**config.mk**
```make
export PLATFORM = sky130hd
export DESIGN_NAME = pps_div
export DESIGN_NICKNAME = d
export VERILOG_FILES = /design/src/sv/pps_div.sv
export SDC_FILE = /design/constraint.sdc
export NUM_CORES = 2
export LEC_CHECK = 0
export BUFFER_PORTS_ARGS = -buffer_cell sky130_fd_sc_hd__buf_2
export CAP_MARGIN = 40
export CORE_UTILIZATION = 40
export CTS_BUF_LIST = sky130_fd_sc_hd__clkbuf_8
export DETAILED_ROUTE_END_ITERATION = 6
export SYNTH_ARGS = -nofsm -noshare
export SYNTH_HDL_FRONTEND = slang
export SYNTH_SLANG_ARGS = --single-unit
```
**constraint.sdc**
```tcl
create_clock -name aclk -period 5 [get_ports aclk]
set_input_delay 1 -clock aclk [delete_from_list [all_inputs] [get_ports aclk]]
set_output_delay 1 -clock aclk [all_outputs]
set_load 0.02 [all_outputs]
```
**src/sv/pps_div.sv**
```systemverilog
// Pipelined restoring divider, one quotient bit per register stage.
// The caller guarantees num_i < den_i * 2**QW. No package dependency.
module pps_div #(
    parameter int NW = 55,
    parameter int DW = 25,
    parameter int QW = 31
) (
    input  logic          aclk,
    input  logic          en,
    input  logic [NW-1:0] num_i,
    input  logic [DW-1:0] den_i,
    output logic [QW-1:0] quo_o
);

    localparam int XW = DW + QW;

    logic [XW-1:0] rem_reg [1:QW-1];
    logic [DW-1:0] den_reg [1:QW-1];
    logic [QW-1:0] quo_reg [1:QW];

    for (genvar k = 0; k < QW; k++) begin : g_stage
        logic [XW-1:0] rem_in;
        logic [XW-1:0] sub;
        logic [DW-1:0] den_in;
        logic [QW-1:0] quo_in;
        logic          take;

        if (k == 0) begin : g_first
            assign rem_in = XW'(num_i);
            assign den_in = den_i;
            assign quo_in = '0;
        end else begin : g_rest
            assign rem_in = rem_reg[k];
            assign den_in = den_reg[k];
            assign quo_in = quo_reg[k];
        end

        // Stage k decides quotient bit QW-1-k.
        assign sub  = XW'(den_in) << (QW - 1 - k);
        assign take = (rem_in >= sub);

        always_ff @(posedge aclk) begin
            if (en) begin
                quo_reg[k+1] <= {quo_in[QW-2:0], take};
            end
        end

        if (k < QW - 1) begin : g_fwd
            logic [XW-1:0] rem_next;
            assign rem_next = take ? (rem_in - sub) : rem_in;
            always_ff @(posedge aclk) begin
                if (en) begin
                    rem_reg[k+1] <= rem_next;
                    den_reg[k+1] <= den_in;
                end
            end
        end
    end

    assign quo_o = quo_reg[QW];

endmodule

```
==> impl_metrics.py <==
metrics = {
    "job": {
        "cap_viol_max_count": 0,
    },
    "hold_path": {
        "min-delay-path-class": "input port to register",
        "min-delay-start": "num_i[47]",
    },
    "floorplanning": {
        "floorplan.core_area_mm2": 0.3661,
        "die_w_um": 608.7,
        "floorplan.io_pins": 113,
        "placementRows": 222,
        "initial_core_util_pct": 40.22,
        "chipHeight_um": 608.7,
        "fp.dieArea_mm2": 0.3706,
    },
    "clocking": {
        "numCtsBuffers": 476,
        "cts.repair.resized": 0,
        "insertion_delay_ps": 1140,
        "clk_pin_slew_worst_paths_ps": 70,
        "clock_tree_from_tritoncts": "done",
        "clock-root-buffer": "clkbuf_8",
        "cts-root-to-sink-buffers": 4,
        "cts_num_sinks": 2926,
        "number_of_hold_buffers_added_after_cts": 55,
        "cts.repair_timing.setup_buffer_count": 0,
        "htree_num_levels": 5,
    },
    "logic_synthesis": {
        "synthCells": 12225,
        "post_synth_and_or_nand_nor_area_fraction_pct": 11.00,
        "synth.area.top_cells": "edfxtp_1, ha_1, xnor2_1, a21oi_1, xor2_1",
        "synth_compound_area_share_pct": 11.60,
        "syn_area_per_cell_um2": 12.04,
        "yosys-top-cells-count": "edfxtp_1, inv_1, a21oi_1",
        "mappedNetlistArea_mm2": 0.1472,
        "synth-adder-area-share_pct": 6.993,
        "yosysTopAreaCell": "edfxtp_1",
        "post_synth_mux_area_share_pct": 1.209,
        "synth-seq-cells": 2926,
        "synth_sequential_area_ratio_pct": 59.67,
        "synth_flop_cell": "edfxtp_1",
        "ys.warnings.count": 0,
        "synthMostInstantiatedCell": "edfxtp_1",
        "synthXorXnorAreaFrac_pct": 6.287,
        "synth_cell_types": 88,
        "synth_async_sr_flop_share_pct": 0,
        "main_combinational_cell_family_by_area_after_synthesis": "compound AO/OA/AOI/OAI gates",
        "postSynthNetCount": 13112,
        "synth_edf_count": 2926,
        "synth_largest_type_area_fraction_pct": 59.67,
    },
    "cells_and_area": {
        "num-nets-final": 13672,
        "flip_flop_count_of_the_largest_register_all_copies_and_words_added": 1680,
        "nFillCells": 33679,
        "final_layout_size_suffix_gt1_share_pct": 8.494,
        "synthToLayoutAreaGrowth_pct": 11.61,
    },
    "route": {
        "drt-vias-per-instance": 5.208,
        "totalWireLength_um": 337400,
        "ant_nets": 0,
        "drt_pass1_iterations": 6,
        "drc_errors": 0,
        "detailedRoute.firstIterationViolations": 6353,
        "routedWlPerCell_um": 18.75,
        "vias": 93757,
    },
    "power_and_ir_drop": {
        "worst_ir_drop_vdd_mv": 0.3320,
        "power.density_mw_per_mm2": 531.5,
        "static-leakage-power_uw": 0.06270,
    },
    "place": {
        "dpl.hpwl_um": 254300,
        "place.gp.congestion": 0.9059,
        "placement.io_buffers": 112,
    },
    "global_routing": {
        "globalRouteOverflowTotal": 0,
        "antenna_found_initial": 6,
        "overall_global_routing_resource_usage_pct": 17.75,
        "via_count_of_the_first_global_routing_pass": 92546,
        "pin_count_of_the_biggest_net_entering_global_routing": 189,
        "grt_pass1_wl_um": 520400,
    },
    "setup_path": {
        "critical_path.cell_chain": "ha_1 > nand4_1 > or3_1 > nor3_1 > and3_1 > a21oi_1 > nand3_1 > a221oi_4 > buf_4 > a311oi_1 > nand4_1 > xnor2_1",
        "critical-path-slowest-cell": "a311oi_1",
        "timing.critical_path.required_ps": 5800,
        "cp-startpoint": "rem_reg[1][643]",
        "worstSetupEndpointType": "register",
        "worstReg2RegStart": "rem_reg[1][643]",
        "worstSetupStartpointType": "register",
        "worst_path_largest_cell_delay_ps": 810,
        "crit_path_frequent_cell": "nand4_1",
        "cp.arrival_ps": 5000,
        "worstSetupPathType": "register to register",
        "critical_path.max_fanout": 52,
        "ff2ff_setup_slack_ps": 800,
    },
    "sta": {
        "grt_setup_unrepaired": "no",
        "fin_tns_setup_ps": 0,
        "clock-skew-final_ps": 110.8,
        "timing.final.setup_violations": 0,
        "finalMaxSlewViolations": 0,
        "worst-slew-pin-transition_ps": 1085,
        "achievable-frequency_mhz": 237.9,
        "final-hold-violation-count": 0,
        "minimum_period_implied_by_the_final_worst_setup_slack_ps": 4203,
        "slew_limit_headroom_pct": 27.69,
        "finalHoldWorstSlack_ps": 180.9,
        "fraction_of_the_cycle_the_final_worst_path_needs_pct": 84.06,
    },
    "outcome": {
        "status": "completed",
    },
}
## power breakdown
part / internal [uW] / switching (uW) / total (uW)
logic: 13000 / 17200 / 30200
registers: 33600 / 3430 / 37100
clock network: 10400 / 9670 / 20100
## critical path, delay by kind of cell, from the launching register on
family	cells	cell delay (ps)
and+or+nand+nor	6	1660
AOI/OAI and AO/OA	3	940
adders and majority gates	1	440
DFF	1	390
buffers and inverters	1	320
xor gates and xnor gates	1	180
## cell families after synthesis
kind of cell / count (synthesis)
xor+xnor: 1057
buf+inv: 1267
mux: 159
simple gates: 3263
fa+ha+maj: 805
flops: 2926
compound gates: 2748
## per-stage QoR
stage                     cells  cell area [um2]  worst slack [ps]  utilization (%)  power [uW]
after floorplan           12225           147300             984.0                -       58780
after global placement    17063           154500             511.0            42.21       67330
after detailed placement  17068           154600             457.9            42.23       67390
after CTS                 17990           164300             805.4            44.88       87990
after global routing      17995           164300             532.8            44.89       93000
final                     18001           164300             797.1            44.89       87350
## path summary, 6_finish.rpt
path / end / cells past startpoint
min reg2reg: den_reg[1][345] / 0
max: rem_reg[1][721] / 12
max reg2reg: rem_reg[1][721] / 12
min: rem_reg[0][103] / 2
## layout make-up
class / instances / area (um2) / share of cell area [%]
antenna: 11 / 27.53 / 0.01675
clock buffer: 480 / 6606 / 4.020
clock inverter: 387 / 2542 / 1.547
inverter: 1023 / 3840 / 2.337
multi-input combinational: 8032 / 54810 / 33.35
sequential: 2926 / 87860 / 53.46
tap: 4816 / 6026 / 3.667
timing repair buffer: 326 / 2624 / 1.597
## layer usage
metal	routed length [um]	track usage (%)	part of all wire [%]
met1	137700	20.96	41
met3	13640	2.369	4.0
met5	0	0	0
met4	14960	7.631	4.4
met2	171200	32.19	51
## cells in the final DEF, fill, tap and decap left out, types with 38 or more instances in the layout
cell type / count
mux2_2: 149
inv_1: 1144
or2_2: 38
nand2_1: 777
nor3_1: 265
nand2b_1: 141
nor4_1: 222
o211ai_1: 69
or4_1: 69
o21bai_1: 91
or3_1: 108
and3_1: 68
clkbuf_8: 480
a21o_1: 360
xnor2_1: 596
edfxtp_1: 2926
o21a_1: 126
nor2b_1: 110
nor2_1: 885
o21ai_0: 583
clkinv_2: 67
buf_2: 112
a31oi_1: 72
ha_1: 775
a211oi_1: 60
buf_4: 134
clkinv_1: 139
xor2_1: 461
o31ai_1: 64
nand3_1: 201
nand4_1: 154
dlygate4sd3_1: 55
nor4b_1: 44
a21oi_1: 959
Power figures use the tool's default switching activity.
