## config.mk

```make
export PLATFORM = sky130hd
export DESIGN_NAME = pps_sqrt
export DESIGN_NICKNAME = d
export VERILOG_FILES = /design/src/sv/pps_pkg.sv /design/src/sv/pps_sqrt.sv
export SDC_FILE = /design/constraint.sdc
export NUM_CORES = 2
export LEC_CHECK = 0
export BUFFER_PORTS_ARGS = -buffer_cell sky130_fd_sc_hd__buf_2
export CELL_PAD_IN_SITES_DETAIL_PLACEMENT = 1
export CELL_PAD_IN_SITES_GLOBAL_PLACEMENT = 1
export CORE_MARGIN = 2
export CORE_UTILIZATION = 53
export DETAILED_ROUTE_END_ITERATION = 8
export MAX_ROUTING_LAYER = met4
export PLACE_DENSITY = 0.8
export SLEW_MARGIN = 20
export SYNTH_ARGS = -nofsm -noshare
export SYNTH_HDL_FRONTEND = slang
export SYNTH_SLANG_ARGS = --single-unit
```

## constraint.sdc

```tcl
create_clock -name aclk -period 3.7 [get_ports aclk]
set_input_delay 0.925 -clock aclk [delete_from_list [all_inputs] [get_ports aclk]]
set_output_delay 0.925 -clock aclk [all_outputs]
set_load 0.02 [all_outputs]
```

## src/sv/pps_pkg.sv

```systemverilog
// Package for the particle pair separation block.
// Fixed field widths and the register reset value; no dependencies.
package pps_pkg;

    localparam int MAG_W = 31;                    // |d|, distance, shares, corrections
    localparam int SQ_W = 2 * MAG_W;              // squared magnitudes
    localparam int INVM_W = 24;                   // inverse mass, Q8.16
    localparam int WSUM_W = INVM_W + 1;           // sum of two inverse masses
    localparam int SHNUM_W = MAG_W + INVM_W;      // overlap times inverse mass
    localparam int MINSEP_W = 31;
    localparam logic [MINSEP_W-1:0] MINSEP_RESET = 31'd6554;

endpackage

```

## src/sv/pps_sqrt.sv

```systemverilog
// Pipelined integer square root, one root bit per register stage.
// Uses pps_pkg for the root width.
module pps_sqrt
    import pps_pkg::*;
(
    input  logic            aclk,
    input  logic            en,
    input  logic [SQ_W-1:0] rad_i,
    output logic [MAG_W-1:0] root_o
);

    localparam int RW = MAG_W;

    logic [RW:0]     rem_reg  [1:RW-1];
    logic [2*RW-1:0] rad_reg  [1:RW-1];
    logic [RW-1:0]   root_reg [1:RW];

    for (genvar k = 0; k < RW; k++) begin : g_stage
        logic [RW:0]     rem_in;
        logic [2*RW-1:0] rad_in;
        logic [RW-1:0]   root_in;
        logic [RW+2:0]   rem_t;
        logic [RW+2:0]   trial;
        logic            take;

        if (k == 0) begin : g_first
            assign rem_in  = '0;
            assign rad_in  = rad_i;
            assign root_in = '0;
        end else begin : g_rest
            assign rem_in  = rem_reg[k];
            assign rad_in  = rad_reg[k];
            assign root_in = root_reg[k];
        end

        // Bring down the next two radicand bits and try the bit 4r+1.
        assign rem_t = {rem_in, rad_in[2*RW-1 -: 2]};
        assign trial = {1'b0, root_in, 2'b01};
        assign take  = (rem_t >= trial);

        always_ff @(posedge aclk) begin
            if (en) begin
                root_reg[k+1] <= {root_in[RW-2:0], take};
            end
        end

        if (k < RW - 1) begin : g_fwd
            logic [RW+2:0] rem_next;
            assign rem_next = take ? (rem_t - trial) : rem_t;
            always_ff @(posedge aclk) begin
                if (en) begin
                    rem_reg[k+1] <= rem_next[RW:0];
                    rad_reg[k+1] <= rad_in << 2;
                end
            end
        end
    end

    assign root_o = root_reg[RW];

endmodule

```

==> results.py <==
metrics = {
    "drt": {
        "drt-total-wl_mm": 285.8,
        "wl_per_cell_um": 24.20,
        "first_pass_iters": 6,
        "vias": 69360,
        "vias_per_cell": 5.874,
        "postRouteAntennaNets": 0,
        "drc": 0,
        "drtIter0Drc": 5692,
    },
    "setup_path": {
        "path_max_fanout": 6,
        "cp.arrival_ps": 4350,
        "start_kind": "flip-flop",
        "critPathKind": "flip-flop to flip-flop",
        "cp-end-kind": "flip-flop",
        "cp.required_ps": 4310,
    },
    "sta": {
        "min_period_over_period_pct": 101.1,
        "worst_pin_slew_ps": 882.0,
        "clock.fmax_mhz": 267.5,
        "setup_viol": 1,
        "timing.final.ws_setup_ps": -39.02,
        "drv_slew": 0,
        "hold_violations": 0,
        "slew_headroom_pct": 40.66,
        "clock_skew_ps": 99.83,
        "fin_crit_ps": 3739,
    },
    "synth": {
        "synthArstFlopShare_pct": 0,
        "syn_nets": 9076,
        "syn_inst": 8484,
        "ys.flop_type": "edfxtp_1",
        "seq_area_frac_synth_pct": 64.27,
        "synth_area_um2": 109300,
        "synth_edf_count": 2340,
        "synth.distinct_cells": 98,
        "syn_avg_cell_area_um2": 12.89,
        "yosysWarnings": 0,
        "synth-seq-cells": 2340,
    },
    "layout": {
        "largest_reg_flops": 930,
        "drive_above_1_share_pct": 9.640,
        "final_common_cell": "edfxtp_1",
        "area_growth_syn_to_layout_pct": 12.73,
        "regArea_um2": 70270,
        "finalNetCount": 9491,
        "multi_input_area_um2": 36250,
        "mostFrequentLayoutCells": "edfxtp_1 (2340), inv_1 (650), nand2_1 (626), ha_1 (528), a21oi_1 (504)",
        "nFillCells": 20080,
    },
    "die": {
        "coreArea_um2": 204800,
        "start_util_pct": 53.39,
        "die_area_um2": 209900,
        "rows": 166,
        "ios": 95,
        "die_w_um": 458.2,
        "die_h_um": 458.2,
    },
    "power_and_ir_drop": {
        "p_total_mw": 78.18,
        "power-per-cell-area_nw_per_um2": 634.4,
        "ir_drop_v": 0.0005964,
        "total_leakage_power_nw": 47.25,
    },
    "clock_tree": {
        "clk_pin_slew_ps": 60,
        "cts-root-buf": "clkbuf_16",
        "cts_hold_buf": 0,
        "numCtsBuffers": 239,
        "numClockSinks": 2340,
        "cts_buffer_depth": 3,
        "htree_levels": 4,
        "cts_tree": "yes",
        "insertion_delay_ps": 910,
    },
    "placed_design": {
        "place_ws_ps": -100.6,
        "gp_congestion": 0.9228,
        "hpwl_mm": 206.7,
        "io_buffers": 94,
    },
    "run": {
        "max-cap-violations": 0,
    },
    "min_path": {
        "hp-class": "input port to flip-flop",
    },
    "status": {
        "failed_checks": "setup timing",
        "status": "complete, but fails checks",
    },
    "global_routing": {
        "grtUsageTotal_pct": 27.94,
        "grt_max_degree": 142,
        "grt_pass1_vias": 72700,
        "grt_pass1_wl_mm": 439.3,
        "antenna_found_initial": 14,
        "grt.overflow.total": 0,
    },
}
==> layout make-up <==
type	instances	area share [%]
Multi-Input combinational cell	5324	29.41
Clock inverter	174	1.624
Tap cell	2688	2.729
Inverter	653	1.989
Sequential cell	2340	57.02
Antenna cell	12	0.02437
Clock buffer	276	4.983
Timing Repair Buffer	341	2.225
==> cells in the mapped netlist, drive strengths merged, types with 14 or more instances <==
cell type	number	area share (%)
or3	91	0.52
nor4b	21	0.19
nand2	626	2.1
a2111oi	25	0.20
or4	53	0.37
nand2b	127	0.73
nand3b	24	0.18
mux2i	14	0.13
nor2b	68	0.39
and2	40	0.23
a211oi	46	0.32
nor3	223	1.0
inv	652	2.2
o21a	75	0.51
a21o	193	1.3
xnor2	377	3.0
o21ai	475	2.2
a31oi	44	0.25
and4	16	0.13
a31o	16	0.13
nand4	94	0.54
mux2	68	0.70
o21bai	45	0.31
ha	528	6.0
o2111ai	16	0.13
nand3	145	0.67
and3	42	0.24
o211ai	36	0.25
clkbuf	141	0.49
edfxtp	2340	64
buf	26	0.12
a211o	22	0.18
or2	40	0.23
a21boi	23	0.16
nor2	494	1.7
o31ai	54	0.37
a21oi	509	2.3
nor4	105	0.61
xor2	384	3.1
==> cell families (layout without fill, tap and decap cells) <==
kind of cell / after synthesis / in the layout / share of synthesized area (%)
fa+ha+maj: 528 / 528 / 6.043
mux: 82 / 82 / 0.8286
simple gates: 2246 / 2246 / 10.21
compound gates: 1706 / 1706 / 9.704
flops: 2340 / 2340 / 64.27
other cells: 1 / 13 / 0.003430
xor+xnor: 761 / 761 / 6.096
buf+inv: 820 / 1444 / 2.846
==> critical path: stages, from the launching register on <==
cell      delay [ps]
edfxtp_1         440
or4_1            590
or3_1            380
or3_1            350
or3_1            420
nor3_1           200
o211ai_1         270
nand2_1          220
nor3_1            80
xor2_1           480
==> through the flow <==
step	cell area (µm²)	utilization, %	hold slack (ps)	setup TNS, ps	instances
2_1_floorplan	109300	-	400.3	0	8484
3_3_place_gp	114800	56.06	400.2	-18.80	11340
3_5_place_dp	114800	56.06	405.1	-314.5	11340
4_1_cts	123000	60.05	83.81	0	11790
5_1_grt	123200	60.18	117.3	-364.5	11810
6_report	123200	60.18	166.3	-39.02	11810
==> what timing repair did <==
action | CTS | global route
gates resized for setup | 6 | 44
buffers inserted | 0 | 8
pin swaps | 0 | 3
gates cloned | 0 | 0
endpoints found under the setup margin | 16 | 95
==> final timing paths <==
kind | startpoint | endpoint | slack, ps | cells past startpoint
max | rem_reg[0][502]$_DFFE_PP_ | rem_reg[1][21]$_DFFE_PP_ | -40 | 9
min reg2reg | rad_reg[1][775]$_DFFE_PP_ | rad_reg[1][837]$_DFFE_PP_ | 380 | 0
min | rad_i[34] | rad_reg[0][94]$_DFFE_PP_ | 170 | 1
max reg2reg | rem_reg[0][502]$_DFFE_PP_ | rem_reg[1][21]$_DFFE_PP_ | -40 | 9
==> routing by layer <==
metal,global-route usage [%],vias up,share of wire (%)
li1,-,32270,-
met1,36.28,34890,43
met2,46.39,1729,50
met3,3.019,469,4.5
met4,8.835,0,3.2
met5,-,-,0
==> power breakdown <==
group	switching, mW	internal, mW
registers	2.65	33.5
clock network	10.6	14.2
logic	10.3	6.86
total	23.6	54.6
(Power assumes the default switching activity.)
