### src/sv/pps_delay.sv
// Delay line that keeps a request's fields and valid bit in step with a
// pipelined arithmetic unit. No package dependency.
module pps_delay #(
    parameter int W = 8,
    parameter int N = 2
) (
    input  logic         aclk,
    input  logic         aresetn,
    input  logic         en,
    input  logic         v_i,
    input  logic [W-1:0] d_i,
    output logic         v_o,
    output logic [W-1:0] d_o
);

    logic [N-1:0] v_reg;
    logic [W-1:0] d_reg [N];

    always_ff @(posedge aclk) begin
        if (!aresetn) begin
            v_reg <= '0;
        end else if (en) begin
            v_reg <= {v_reg[N-2:0], v_i};
        end
    end

    always_ff @(posedge aclk) begin
        if (en) begin
            d_reg[0] <= d_i;
            for (int k = 1; k < N; k++) begin
                d_reg[k] <= d_reg[k-1];
            end
        end
    end

    assign v_o = v_reg[N-1];
    assign d_o = d_reg[N-1];

endmodule

### config.mk
export PLATFORM = sky130hd
export DESIGN_NAME = pps_delay
export DESIGN_NICKNAME = d
export VERILOG_FILES = /design/src/sv/pps_delay.sv
export SDC_FILE = /design/constraint.sdc
export NUM_CORES = 1
export LEC_CHECK = 0
export BUFFER_PORTS_ARGS = -buffer_cell sky130_fd_sc_hd__buf_2
export CAP_MARGIN = 20
export CORE_MARGIN = 1
export CORE_UTILIZATION = 40
export CTS_CLUSTER_DIAMETER = 60
export CTS_CLUSTER_SIZE = 8
export DETAILED_ROUTE_END_ITERATION = 10
export PLACE_DENSITY_LB_ADDON = 0.25
export SYNTH_ARGS = -nofsm -noshare
export SYNTH_HDL_FRONTEND = slang
export SYNTH_SLANG_ARGS = --single-unit
### constraint.sdc
create_clock -name aclk -period 0.8 [get_ports aclk]
set_input_delay 0.08 -clock aclk [delete_from_list [all_inputs] [get_ports aclk]]
set_output_delay 0.08 -clock aclk [all_outputs]
set_load 0.01 [all_outputs]
==> results of run 1 <==
-- cell type report --
type	count	area share, %
Multi-Input combinational cell	4	4.00
Timing Repair Buffer	30	26.3
Clock buffer	4	3.23
Tap cell	15	2.31
Sequential cell	18	64.2
-- worst paths after layout --
check / start / end / cells past startpoint
worst max register to register: d_reg[0][0] / d_reg[0][8] / 0
worst min-delay path: aresetn / v_reg[1] / 2
worst max-delay path: d_reg[0][15] / d_o[7] / 1
worst min register to register: d_reg[0][2] / d_reg[0][10] / 0
-- per-layer routing --
| metal | vias to the layer above | part of all wire (%) | GRT usage (%) |
|---|---|---|---|
| li1 | 152 | - | - |
| met1 | 136 | 37 | 11.1 |
| met2 | 16 | 55 | 21.9 |
| met3 | 2 | 8.0 | 3.26 |
| met4 | 0 | 0.49 | 7.26 |
| met5 | - | 0 | 0 |
-- where the power goes --
part / internal [mW] / switching (mW) / total [mW] / leakage (nW)
Combinational: 0.0838 / 0.0575 / 0.141 / 0.143
Clock: 0.193 / 0.234 / 0.427 / 0.0150
Sequential: 1.10 / 0.0164 / 1.11 / 0.173
-- logic make-up after synthesis --
family	synth area share [%]
buffers and inverters	9.80
AND/OR/NAND/NOR	2.04
flip-flops	84.9
multiplexers	3.27
-- per-stage QoR --
stage                     area, sq um  cells  setup WS [ns]
after floorplan                   613     30          0.201
after global placement            699     59          0.142
after detailed placement          699     59          0.113
after CTS                         813     71         -0.107
after global routing              813     71         -0.134
final                             813     71        -0.0865
-- cell usage in the layout, fill, tap and decap left out, drive strengths merged --
| cell | netlist | layout |
|---|---|---|
| buf | 8 | 22 |
| dlygate4sd3 | 0 | 8 |
| clkbuf | 0 | 4 |
| nor2b | 2 | 2 |
| edfxtp | 16 | 16 |
| dfxtp | 2 | 2 |
| mux2i | 2 | 2 |
-- timing repair --
| item | 4_1_cts | 5_1_grt |
|---|---|---|
| hold endpoints to repair | 8 | 0 |
| gates resized for setup | 2 | 0 |
| hold buffers | 8 | 0 |
| endpoints found under the setup margin | 9 | 9 |
==> metrics.yaml, run 1 <==
run_status:
  status: "finished with violations"
  violations: "setup timing"
yosys:
  synth_top_area_share_pct: 78.4
  ys_types: 5
  synth_edf_count: 16
  synth-seq-cells: 18
  synthTopCellsByArea: "edfxtp_1 (78%), buf_4 (9.8%), dfxtp_1 (6.5%)"
  synthFlopType: "edfxtp_1"
  synth-async-reset-ratio_pct: 0
  synth_area_leader_cell: "edfxtp_1"
  synth_most_common_cell: "edfxtp_1"
  postSynthAreaPerCell_sq_um: 20.4
  yosys_warnings: 0
  syn_area_sq_um: 613
  ys_seq_area_share_pct: 84.9
  syn_inst: 30
  synthTopCellsByCount: "edfxtp_1 (16), buf_4 (8), dfxtp_1 (2), mux2i_1 (2), nor2b_1 (2)"
  syn_nets: 42
clock_tree:
  clk_pin_slew_ns: 0.09
  cts_buffers: 3
  clockRootBuffer: "clkbuf_4"
  htree_levels: 1
  cts_buffer_depth: 2
  insertion_delay_ns: 0.28
  tritoncts: "done"
  cts_setup_buffers: 0
  clock-sinks: 18
critical_path:
  crit_path_top_delay_cell: "edfxtp_1"
  path_buf_inv: 1
  crit_arrival_ns: 0.81
  r2r_slack_ns: 0.18
  cp-start-kind: "flop"
  cp_top_family: "flip-flops"
  endpoint_kind: "primary output"
  path_cells: "buf_2"
  path_class: "flop to primary output"
  cpPeakStageDelay_ns: 0.38
  path_max_fanout: 1
  required_ns: 0.72
worst_hold_path:
  hold_path.class: "input port to flop"
timing:
  rsz0062_at_grt: "yes"
  drv_slew: 0
  timing_hold_violations_final: 0
  fmax_ghz: 1.13
  layout_min_cycle_time_ns: 0.887
  fin_setup_tns_ns: -0.510
  whs_ns: 0.0378
  setup_violations: 8
  setup_ws_ns: -0.0865
  post-route-period-util_pct: 111
  skew_ns: 0.00709
  slew_headroom_pct: 91.6
  worst_pin_slew_ns: 0.122
drt:
  remaining_drc_errors: 0
  vias: 306
  drt-initial-drc-count: 15
  routedWlPerCell_um: 11.5
  viasPerCell: 4.31
  ant_nets: 0
  drt-total-wl_um: 817
  dr.pass1.iters: 3
finish:
  antennaDiodeCount: 0
  drive_above_1_share_pct: 46.4
  n_fill_cell: 118
  largest_reg_flops: 16
  finalNetCount: 69
  finish.utilization_pct: 59.5
  multi_input_area_sq_um: 32.5
  seq_area_sq_um: 522
  syn_to_final_growth_pct: 32.7
power:
  vdd_drop_max_mv: 1.33
  p_per_area_nw_per_um2: 2070
  leakagePower_nw: 0.331
  fin_total_pwr_mw: 1.68
global_routing:
  antenna_found_initial: 0
  grtUsageTotal_pct: 11.8
  grt.overflow.total: 0
  grt_pass1_wl_mm: 1.13
  grt_pass1_vias: 255
  grt_max_degree: 11
floorplan:
  die_area_sq_um: 1690
  fp-row-count: 13
  die_y_um: 41.2
  die_x_um: 41.2
  initial_core_util_pct: 44.9
  design.core.area_sq_um: 1370
  num_io_pins: 21
job:
  drv_cap: 0
placement:
  hpwl_um: 573
  port-buffer-count: 20
  gp_congestion: 0.662
Power figures use the tool's default switching activity.
==> inputs of run 2 (changes only) <==
Settings changed: PLACE_DENSITY set to 0.66, PLACE_DENSITY_LB_ADDON 0.25 to unset.
==> run 2 against run 1 <==
  * The run still ends with setup timing left
  * Sequential cell count stayed put
  * Combinational power hardly changed
  * Die area stayed put
  * Clock skew is 0.0066 ns lower
  * Sequential power hardly changed
  * First-iteration DRC count is 93% lower
  * Global-route usage hardly changed
  * Final cell count stayed put
  * Worst setup slack better by 0.0047 ns
  * Routed wire length is 7.0% lower
  * Critical path type unchanged
  * Critical endpoint is now d_o[0]
  * Largest power group unchanged
==> metrics.yaml, run 2 (synthesis results as in run 1) <==
run_status:
  status: "finished with violations"
  violations: "setup timing"
critical_path:
  reg2regPathDepth: 0
  required_ns: 0.72
  rr_startpoint: "d_reg[0][6]"
  path_buf_inv: 1
  r2r-end: "d_reg[0][14]"
  crit_arrival_ns: 0.80
  path_max_fanout: 1
  cp_top_family: "flip-flops"
  endpoint_kind: "primary output"
  crit_path_top_delay_cell: "edfxtp_1"
  path_cells: "buf_2"
  cp-start-kind: "flop"
  path_class: "flop to primary output"
  cpPeakStageDelay_ns: 0.38
  r2r_slack_ns: 0.17
clock_tree:
  cts_setup_buffers: 0
  htree_levels: 1
  clk_pin_slew_ns: 0.09
  cts_buffer_depth: 2
  clock-sinks: 18
  clockRootBuffer: "clkbuf_4"
  tritoncts: "done"
  cts_buffers: 3
  insertion_delay_ns: 0.27
job:
  drv_cap: 0
finish:
  drive_above_1_share_pct: 46.4
  final_cell_mix: "buf_2 (19), edfxtp_1 (16), dlygate4sd3_1 (8)"
  finalNetCount: 69
  final_common_cell: "buf_2"
  syn_to_final_growth_pct: 32.7
  largest_reg_flops: 16
  finish.utilization_pct: 59.5
  antennaDiodeCount: 0
floorplan:
  num_io_pins: 21
  fp-row-count: 13
  die_y_um: 41.2
  design.core.area_sq_um: 1370
  die_area_sq_um: 1690
  die_x_um: 41.2
  initial_core_util_pct: 44.9
timing:
  slew_headroom_pct: 91.5
  skew_ns: 0.000441
  fin_setup_tns_ns: -0.494
  drv_slew: 0
  rsz0062_at_grt: "yes"
  post-route-period-util_pct: 110
  fmax_ghz: 1.13
  worst_pin_slew_ns: 0.123
  whs_ns: 0.0227
  setup_violations: 8
  layout_min_cycle_time_ns: 0.882
  setup_ws_ns: -0.0818
  timing_hold_violations_final: 0
global_routing:
  grt_max_degree: 12
  antenna_found_initial: 0
  grt_pass1_wl_mm: 1.15
  grtUsageTotal_pct: 11.8
  grt_pass1_vias: 263
  grt.overflow.total: 0
drt:
  vias: 297
  dr.pass1.iters: 2
  routedWlPerCell_um: 10.7
  viasPerCell: 4.18
  drt-initial-drc-count: 1
  ant_nets: 0
  remaining_drc_errors: 0
  drt-total-wl_um: 760
placement:
  dp_slack_ns: 0.110
  gp_congestion: 0.624
  port-buffer-count: 20
worst_hold_path:
  hold_path_depth: 2
  min_from: "aresetn"
  hold_end: "v_reg[1]"
  hold_path.class: "input port to flop"
power:
  leakagePower_nw: 0.332
  vdd_drop_max_mv: 1.34
  fin_total_pwr_mw: 1.67
  p_per_area_nw_per_um2: 2050
-- run 2: cell count changes in the layout (fill, tap and decap cells not counted), sizes merged --
| cell | delta |
|---|---|
| clkbuf | -1 |
| clkinv | +1 |
-- run 2: layout make-up --
type                            count  area, sq um
Multi-Input combinational cell      4         32.5
Tap cell                           15         18.8
Sequential cell                    18          522
Clock inverter                      1         3.75
Timing Repair Buffer               30          214
Clock buffer                        3         22.5
Fill cell                         114          553
-- run 2: repair_timing --
item	in CTS	in global routing
hold buffers	8	0
hold endpoints to repair	8	0
resized for setup	2	0
endpoints found under the setup margin	9	9
-- run 2: power breakdown --
group / internal [mW] / switching (mW) / leakage, nW
Combinational: 0.0835 / 0.0556 / 0.143
Clock: 0.180 / 0.236 / 0.0154
Sequential: 1.10 / 0.0160 / 0.173
Total: 1.36 / 0.307 / 0.332
-- run 2: metrics by stage --
| stage | cells | area (sq um) |
|---|---|---|
| after floorplan | 30 | 613 |
| after global placement | 59 | 699 |
| after detailed placement | 59 | 699 |
| after CTS | 71 | 813 |
| after global routing | 71 | 813 |
| final | 71 | 813 |
-- run 2: worst max-delay path by stage --
stage	cells after the start	slack (ns)	from	to
2_1_floorplan	2	0.20	v_reg[1]	v_reg[1]
3_3_place_gp	2	0.12	en	d_reg[0][3]
3_5_place_dp	2	0.11	en	d_reg[0][3]
4_1_cts	1	-0.11	d_reg[0][8]	d_o[0]
5_1_grt	1	-0.13	d_reg[0][14]	d_o[6]
6_report	1	-0.08	d_reg[0][8]	d_o[0]
-- run 2: layer usage --
metal	vias to the layer above	GRT usage, %	share of wire, %
li1	152	-	-
met1	129	12.2	39
met2	14	19.5	52
met3	2	4.89	7.8
met4	0	7.26	1.3
met5	-	0	0
